### src/design/rdsc_pkg.sv
// shared types, constants and helpers for the radix digit string converter
package rdsc_pkg;

    localparam int DIGIT_W        = 4;   // one alphabet index
    localparam int RADIX_W        = 5;   // base_length register width
    localparam int GROUP_CELLS    = 8;   // digit cells per carry group
    localparam int ALPHABET_SLOTS = 16;
    localparam int SYM_W          = 8;
    localparam int CFG_ADDR_W     = 2;
    localparam int CFG_DATA_W     = 64;

    localparam logic [CFG_ADDR_W-1:0] CFG_BASE_LENGTH  = 2'd0;
    localparam logic [CFG_ADDR_W-1:0] CFG_SYMBOLS_LOW  = 2'd1;
    localparam logic [CFG_ADDR_W-1:0] CFG_SYMBOLS_HIGH = 2'd2;

    localparam logic [SYM_W-1:0]   CHAR_PLUS  = 8'h2B;
    localparam logic [SYM_W-1:0]   CHAR_MINUS = 8'h2D;
    localparam logic [SYM_W-1:0]   CHAR_ZERO  = 8'h30;
    localparam logic [SYM_W-1:0]   CHAR_NUL   = 8'h00;
    localparam logic [RADIX_W-1:0] MIN_RADIX  = 5'd2;

    typedef enum logic [2:0] {
        ST_IDLE,
        ST_CONV,
        ST_DRAIN,
        ST_EMIT,
        ST_ONE
    } t_state;

    // control from the sequencer to the digit cell row
    typedef struct packed {
        logic clear;
        logic step;
        logic bit_in;
        logic shift;
    } t_row_ctl;

    // alphabet symbol at index idx, symbol 0 in the lowest byte
    function automatic logic [SYM_W-1:0] sym_at(
        input logic [ALPHABET_SLOTS*SYM_W-1:0] syms,
        input logic [DIGIT_W-1:0]              idx
    );
        sym_at = syms[idx*SYM_W +: SYM_W];
    endfunction

endpackage

### src/design/rdsc_alpha_check.sv
// alphabet validity check: length range, forbidden symbols, repeated symbols
module rdsc_alpha_check
    import rdsc_pkg::*;
#(
    parameter int MAX_RADIX = 16
) (
    input  logic [RADIX_W-1:0]              i_base_length,
    input  logic [ALPHABET_SLOTS*SYM_W-1:0] i_symbols,
    output logic                            o_ok
);

    localparam logic [6:0] MaxRadixW = 7'(MAX_RADIX);

    logic [ALPHABET_SLOTS-1:0] active;
    logic                      len_bad;
    logic                      sym_bad;
    logic                      dup_bad;

    always_comb begin
        for (int i = 0; i < ALPHABET_SLOTS; i++) begin
            active[i] = (RADIX_W'(i) < i_base_length);
        end
    end

    assign len_bad = (i_base_length < MIN_RADIX)
                  || (i_base_length > RADIX_W'(ALPHABET_SLOTS))
                  || ({2'b00, i_base_length} > MaxRadixW);

    always_comb begin
        logic [SYM_W-1:0] c;
        sym_bad = 1'b0;
        for (int i = 0; i < ALPHABET_SLOTS; i++) begin
            c = i_symbols[i*SYM_W +: SYM_W];
            if (active[i] && (c == CHAR_PLUS || c == CHAR_MINUS || c == CHAR_NUL)) begin
                sym_bad = 1'b1;
            end
        end
    end

    // active slots form a prefix, so j active implies i active
    always_comb begin
        dup_bad = 1'b0;
        for (int i = 0; i < ALPHABET_SLOTS; i++) begin
            for (int j = i + 1; j < ALPHABET_SLOTS; j++) begin
                if (active[j]
                    && i_symbols[i*SYM_W +: SYM_W] == i_symbols[j*SYM_W +: SYM_W]) begin
                    dup_bad = 1'b1;
                end
            end
        end
    end

    assign o_ok = !(len_bad || sym_bad || dup_bad);

endmodule

### src/design/rdsc_digit_row.sv
// row of radix digit cells: bit-serial doubling conversion and top-first readout
module rdsc_digit_row
    import rdsc_pkg::*;
#(
    parameter int NUM_GROUPS = 8
) (
    input  logic               i_clk,
    input  logic               i_rst_n,
    input  t_row_ctl           i_ctl,
    input  logic [RADIX_W-1:0] i_radix,
    output logic [DIGIT_W-1:0] o_top,
    output logic               o_busy
);

    localparam int NumCells = NUM_GROUPS * GROUP_CELLS;

    logic [DIGIT_W-1:0]    r_dig [NumCells];
    logic [DIGIT_W-1:0]    n_dig [NumCells];
    logic [NUM_GROUPS-1:0] r_en;
    logic                  r_carry [NUM_GROUPS];
    logic                  n_cout [NUM_GROUPS];

    // each cell: d = 2d + carry, reduced by the radix; each group steps in the cycle
    // after the group below it, so the carry chain spans at most one group
    always_comb begin
        logic         c;
        logic [DIGIT_W:0] t;
        for (int g = 0; g < NUM_GROUPS; g++) begin
            c = r_carry[g];
            for (int k = 0; k < GROUP_CELLS; k++) begin
                t = {r_dig[g*GROUP_CELLS + k], c};
                if (t >= i_radix) begin
                    n_dig[g*GROUP_CELLS + k] = DIGIT_W'(t - i_radix);
                    c = 1'b1;
                end else begin
                    n_dig[g*GROUP_CELLS + k] = DIGIT_W'(t);
                    c = 1'b0;
                end
                if (!r_en[g]) begin
                    n_dig[g*GROUP_CELLS + k] = r_dig[g*GROUP_CELLS + k];
                end
            end
            n_cout[g] = c;
        end
        // readout moves every cell one place toward the top
        if (i_ctl.shift) begin
            n_dig[0] = '0;
            for (int i = 1; i < NumCells; i++) begin
                n_dig[i] = r_dig[i-1];
            end
        end
        if (i_ctl.clear) begin
            for (int i = 0; i < NumCells; i++) begin
                n_dig[i] = '0;
            end
        end
    end

    always_ff @(posedge i_clk) begin
        for (int i = 0; i < NumCells; i++) begin
            r_dig[i] <= n_dig[i];
        end
        r_carry[0] <= i_ctl.bit_in;
        for (int g = 1; g < NUM_GROUPS; g++) begin
            r_carry[g] <= n_cout[g-1];
        end
    end

    always_ff @(posedge i_clk) begin
        if (!i_rst_n) begin
            r_en <= '0;
        end else begin
            r_en <= NUM_GROUPS'({r_en, i_ctl.step});
        end
    end

    assign o_top  = r_dig[NumCells-1];
    assign o_busy = |r_en;

endmodule

### src/design/radix_digit_string_converter.sv
// Radix digit string converter top level. Each 64-bit number on the input stream
// becomes its digits, most significant first, one symbol byte per output word,
// drawn from a configured alphabet whose length is the radix. A zero number gives
// the single character '0'; an invalid alphabet gives one word with tuser set.
// A nonzero number is converted bit-serially: its bits enter the digit cell row
// one per cycle, with a register of carry skew between groups of eight cells;
// the cells are then read out one cell per cycle, leading zeros dropped, and a
// digit waits while the output register is full. Zero and error results skip
// the conversion.
// The final word may wait in the output register while the next number converts.
module radix_digit_string_converter
    import rdsc_pkg::*;
#(
    parameter int MAX_RADIX  = 16,
    parameter int VALUE_BITS = 64
) (
    input  logic                  i_clk,
    input  logic                  i_rst_n,
    // configuration writes
    input  logic                  i_cfg_we,
    input  logic [CFG_ADDR_W-1:0] i_cfg_addr,
    input  logic [CFG_DATA_W-1:0] i_cfg_wdata,
    // input stream
    input  logic                  i_s_tvalid,
    output logic                  o_s_tready,
    input  logic [63:0]           i_s_tdata,   // number[63:0]
    // output stream
    output logic                  o_m_tvalid,
    input  logic                  i_m_tready,
    output logic [SYM_W-1:0]      o_m_tdata,   // symbol[7:0]
    output logic                  o_m_tlast,
    output logic                  o_m_tuser    // bad_alphabet
);

    localparam int NumGroups = (VALUE_BITS + GROUP_CELLS - 1) / GROUP_CELLS;
    localparam int NumCells  = NumGroups * GROUP_CELLS;
    localparam int LeftW     = $clog2(NumCells);
    localparam int CntW      = $clog2(VALUE_BITS);

    t_state r_state, n_state;

    logic [RADIX_W-1:0]    r_base_length;
    logic [63:0]           r_symbols_low;
    logic [63:0]           r_symbols_high;

    logic [VALUE_BITS-1:0] r_value;
    logic [CntW-1:0]       r_cnt;
    logic [LeftW-1:0]      r_left;
    logic                  r_seen;
    logic                  r_one_bad;

    logic                  r_m_tvalid;
    logic [SYM_W-1:0]      r_m_tdata;
    logic                  r_m_tlast;
    logic                  r_m_tuser;

    logic                  alpha_ok;
    logic                  s_acc;
    logic                  out_free;
    logic                  num_zero;
    logic                  skip;
    logic                  load;
    t_row_ctl              row_ctl;
    logic [DIGIT_W-1:0]    top_digit;
    logic                  row_busy;

    // configuration registers
    always_ff @(posedge i_clk) begin
        if (!i_rst_n) begin
            r_base_length  <= '0;
            r_symbols_low  <= '0;
            r_symbols_high <= '0;
        end else if (i_cfg_we) begin
            unique case (i_cfg_addr)
                CFG_BASE_LENGTH:  r_base_length  <= i_cfg_wdata[RADIX_W-1:0];
                CFG_SYMBOLS_LOW:  r_symbols_low  <= i_cfg_wdata;
                CFG_SYMBOLS_HIGH: r_symbols_high <= i_cfg_wdata;
                default: ;
            endcase
        end
    end

    rdsc_alpha_check #(
        .MAX_RADIX (MAX_RADIX)
    ) u_alpha (
        .i_base_length (r_base_length),
        .i_symbols     ({r_symbols_high, r_symbols_low}),
        .o_ok          (alpha_ok)
    );

    rdsc_digit_row #(
        .NUM_GROUPS (NumGroups)
    ) u_row (
        .i_clk   (i_clk),
        .i_rst_n (i_rst_n),
        .i_ctl   (row_ctl),
        .i_radix (r_base_length),
        .o_top   (top_digit),
        .o_busy  (row_busy)
    );

    assign s_acc    = i_s_tvalid && o_s_tready;
    assign out_free = !r_m_tvalid || i_m_tready;
    assign num_zero = (i_s_tdata[VALUE_BITS-1:0] == '0);

    // next state
    always_comb begin
        n_state = r_state;
        unique case (r_state)
            ST_IDLE: begin
                if (s_acc) begin
                    n_state = (!alpha_ok || num_zero) ? ST_ONE : ST_CONV;
                end
            end
            ST_CONV: begin
                if (r_cnt == '0) begin
                    n_state = ST_DRAIN;
                end
            end
            ST_DRAIN: begin
                if (!row_busy) begin
                    n_state = ST_EMIT;
                end
            end
            ST_EMIT: begin
                if (load && r_left == '0) begin
                    n_state = ST_IDLE;
                end
            end
            ST_ONE: begin
                if (out_free) begin
                    n_state = ST_IDLE;
                end
            end
            default: n_state = ST_IDLE;
        endcase
    end

    // outputs of the sequencer
    always_comb begin
        o_s_tready     = (r_state == ST_IDLE);
        // leading zeros of the cell row are dropped without a word
        skip           = (r_state == ST_EMIT) && !r_seen && top_digit == '0 && r_left != '0;
        load           = (r_state == ST_EMIT) && !skip && out_free;
        row_ctl.clear  = s_acc;
        row_ctl.step   = (r_state == ST_CONV);
        row_ctl.bit_in = r_value[VALUE_BITS-1];
        row_ctl.shift  = skip || load;
    end

    always_ff @(posedge i_clk) begin
        if (!i_rst_n) begin
            r_state <= ST_IDLE;
        end else begin
            r_state <= n_state;
        end
    end

    // working registers
    always_ff @(posedge i_clk) begin
        if (!i_rst_n) begin
            r_seen <= 1'b0;
        end else if (s_acc) begin
            r_seen <= 1'b0;
        end else if (load) begin
            r_seen <= 1'b1;
        end
    end

    always_ff @(posedge i_clk) begin
        if (s_acc) begin
            r_value   <= i_s_tdata[VALUE_BITS-1:0];
            r_cnt     <= CntW'(VALUE_BITS - 1);
            r_left    <= LeftW'(NumCells - 1);
            r_one_bad <= !alpha_ok;
        end else begin
            if (r_state == ST_CONV) begin
                r_value <= {r_value[VALUE_BITS-2:0], 1'b0};
                r_cnt   <= r_cnt - 1'b1;
            end
            if (skip || load) begin
                r_left <= r_left - 1'b1;
            end
        end
    end

    // output register
    always_ff @(posedge i_clk) begin
        if (!i_rst_n) begin
            r_m_tvalid <= 1'b0;
        end else if (load || (r_state == ST_ONE && out_free)) begin
            r_m_tvalid <= 1'b1;
        end else if (i_m_tready) begin
            r_m_tvalid <= 1'b0;
        end
    end

    always_ff @(posedge i_clk) begin
        if (load) begin
            r_m_tdata <= sym_at({r_symbols_high, r_symbols_low}, top_digit);
            r_m_tlast <= (r_left == '0);
            r_m_tuser <= 1'b0;
        end else if (r_state == ST_ONE && out_free) begin
            r_m_tdata <= r_one_bad ? CHAR_NUL : CHAR_ZERO;
            r_m_tlast <= 1'b1;
            r_m_tuser <= r_one_bad;
        end
    end

    assign o_m_tvalid = r_m_tvalid;
    assign o_m_tdata  = r_m_tdata;
    assign o_m_tlast  = r_m_tlast;
    assign o_m_tuser  = r_m_tuser;

endmodule

### config.mk
export PLATFORM = sky130hd
export DESIGN_NAME = radix_digit_string_converter
export DESIGN_NICKNAME = d
export VERILOG_FILES = /design/src/design/rdsc_pkg.sv /design/src/design/rdsc_alpha_check.sv /design/src/design/rdsc_digit_row.sv /design/src/design/radix_digit_string_converter.sv
export SDC_FILE = /design/constraint.sdc
export NUM_CORES = 2
export LEC_CHECK = 0
export BUFFER_PORTS_ARGS = -buffer_cell sky130_fd_sc_hd__buf_2
export CAP_MARGIN = 25
export CORE_MARGIN = 3
export CORE_UTILIZATION = 50
export CTS_CLUSTER_DIAMETER = 60
export DETAILED_ROUTE_END_ITERATION = 10
export PLACE_DENSITY = 0.7
export SYNTH_ARGS = -nofsm -noshare
export SYNTH_HDL_FRONTEND = slang
export SYNTH_SLANG_ARGS = --single-unit
### constraint.sdc
create_clock -name i_clk -period 12.8 [get_ports i_clk]
set_input_delay 0.64 -clock i_clk [delete_from_list [all_inputs] [get_ports i_clk]]
set_output_delay 0.64 -clock i_clk [all_outputs]
set_load 0.1 [all_outputs]
==> reports/metrics.yaml <==
logic_synthesis:
  synth_top_cell_by_area: "dfxtp_1"
  synth_seq_area_share_pct: 23.00
  async_flop_share_pct: 0
  synth-edff-count: 74
  synth_adder_area_share_pct: 11.48
  synth_fp_nets: 6275
  synth_top_family_by_area: "XOR/XNOR gates"
  synth_compound_area_share_pct: 13.61
  synth_area_leaders: "dfxtp_1 18%, xnor2_1 11%, xor2_1 9.7%"
  synth_flop_cell: "dfxtp_1"
  netlist_area_mm2: 0.04649
  synth_xor_area_share_pct: 20.86
  avgSynthCellArea_um2: 8.082
  synthSimpleGateAreaFrac_pct: 16.91
  synth.distinct_cells: 70
  synth_top_cell_area_share_pct: 18.22
  synthMuxAreaShare_pct: 7.173
  ys_ff_latch: 497
  synthCells: 5752
  yosysWarnings: 0
routing:
  first_pass_iters: 8
  wl_um: 144600
  drtIter0Drc: 4021
  drc_errors: 0
  viasPerCell: 6.048
  wl_per_cell_um: 20.95
  routed-via-count: 41740
  ant_nets: 0
worst_setup_path:
  reg2reg_depth: 61
  cp_slowest_cell: "dfxtp_4"
  critPathRequiredTime_ps: 13370
  cp.arrival_ps: 11690
  crit_top_cell: "o21ai_0"
  path_max_fanout: 35
  start_kind: "flip-flop"
  end_kind: "flip-flop"
  path_class: "reg -> reg"
  slowest_delay_ps: 870
sta:
  fin_crit_ps: 11120
  tns_ps: 0
  worst_slew_pin_slew_ps: 1125
  setup_viol: 0
  skew_ps: 18.96
  finalHoldViolCount: 0
  slew_headroom_pct: 24.91
  max_freq_ghz: 0.08997
  drv_slew: 0
  fin_crit_sh_pct: 86.84
  grt_setup_unrepaired: "false"
  fin_hold_ws_ps: 263.4
floorplan:
  start_util_pct: 50.56
  core_area_mm2: 0.09194
  die_y_um: 310.9
  die-area_mm2: 0.09667
  rows: 111
  die_width_um: 310.9
  io_pins: 147
cts:
  cts-htree-levels: 3
  numCtsBuffers: 66
  cts-resized-gates: 0
  postCtsSetupBuffers: 0
  cts_tree: "yes"
  clock_sinks: 497
  clock-root-buffer: "clkbuf_16"
  cts.clk_slew.worst_paths_ps: 60
  clk_latency_ps: 640
  hold_buffers: 0
  clockBufferDepth: 3
placement:
  dp_hpwl_um: 89950
  io_buffers: 146
  gp_congestion: 1.036
grt:
  grt_overflow: 0
  antenna_found_initial: 9
  grt_usage_pct: 29.02
  grt_max_degree: 179
  grt_pass1_wl_um: 227300
  first_global_vias: 39860
hold_path:
  hold_class: "in -> reg"
  min_path_cells: 3
power:
  ir_drop_mv: 0.1615
  leakage_nw: 22.14
  cellPowerDensity_mw_per_mm2: 91.93
final_layout:
  seqCellArea_mm2: 0.01071
  fill_cells: 8565
  antenna_cells: 0
  final_cell_mix: "593 x xnor2_1, 542 x nand2_1, 530 x nor2_1"
  drive_above_1_share_pct: 8.625
  nets: 6129
  final_common_cell: "xnor2_1"
  area_growth_pct: 7.682
  multi_input_comb_area_mm2: 0.03258
run_status:
  outcome: "finished clean"
job:
  maxCapViolations: 0
==> worst max-delay path: cells and delay by family (launching register included) <==
kind	cells	cell delay, ps
and+or+nand+nor	17	2290
adders and majority gates	8	1670
DFF	1	870
buffers and inverters	9	1630
muxes	1	150
AOI/OAI and AO/OA	26	4410
==> final timing paths <==
| path | start | end | slack [ps] |
|---|---|---|---|
| setup reg to reg | r_base_length[1] | u_row.r_dig[0][94] | 1680 |
| setup / recovery | r_base_length[1] | u_row.r_dig[0][94] | 1680 |
| hold / removal | i_cfg_wdata[8] | r_symbols_high[8] | 260 |
| hold reg to reg | r_value[63] | u_row.r_carry[0][0] | 340 |
==> report_power, final <==
part	leakage, nW	internal (W)	switching (W)	total [W]
clock network	1.05	0.00106	0.000788	0.00185
registers	4.14	0.00164	0.0000304	0.00167
logic	17.0	0.000408	0.000671	0.00108
total	22.1	0.00311	0.00149	0.00460
==> layer usage <==
| metal | vias up | routed length (µm) | track usage [%] |
|---|---|---|---|
| met4 | 6 | 8007 | 13.73 |
| met5 | - | 33 | 0.2964 |
| met2 | 2149 | 59350 | 43.03 |
| met3 | 649 | 16820 | 8.691 |
| li1 | 19370 | - | - |
| met1 | 19570 | 60340 | 38.55 |
==> registers in the layout (all words and copies together), names as in the netlist <==
name and cells:
r_state 3, r_left 6, r_value 64, o_m_tdata 8, o_m_tuser 1, r_symbols_high 64, r_seen 1, r_symbols_low 64
u_row.r_carry 8, u_row.r_en 8, u_row.r_dig 256, r_base_length 5, o_m_tlast 1, o_m_tvalid 1, r_one_bad 1, r_cnt 6
==> cell usage after synthesis, types with 127 or more instances <==
cell type	count
a211oi_1	268
a21boi_0	129
a21oi_1	281
buf_2	189
clkbuf_1	256
dfxtp_1	423
ha_1	324
inv_1	251
mux2i_1	260
nand2_1	544
nand4_1	127
nor2_1	530
nor4_1	146
o21ai_0	132
xnor2_1	593
xor2_1	514
==> kinds of logic after synthesis <==
family,count (synthesis)
adder cells (fa/ha/maj),388
AND/OR/NAND/NOR,1703
flip-flops,497
buffers and inverters,783
multiplexers,293
XOR/XNOR,1107
AO/OA/AOI/OAI,981
==> cell type report <==
type,count,area share (%)
inverter,254,1.940
multi-input combinational,4472,65.09
timing repair buffer,315,4.154
clock inverter,38,0.7899
tap,1243,3.107
clock buffer,82,3.522
sequential,497,21.39
==> stage by stage <==
stage	instances	power (W)	cell area (µm²)	setup slack, ps	util [%]
final	6901	0.004602	50060	1685	54.44
after global routing	6901	0.004798	50060	182.8	54.44
after CTS	6898	0.004611	49990	1714	54.37
after detailed placement	6778	0.002753	47830	1780	52.02
after global placement	6777	0.002729	47800	2044	51.99
after floorplan	5752	0.002502	46490	970.0	-
No activity file was read; power rests on OpenSTA's default activity.
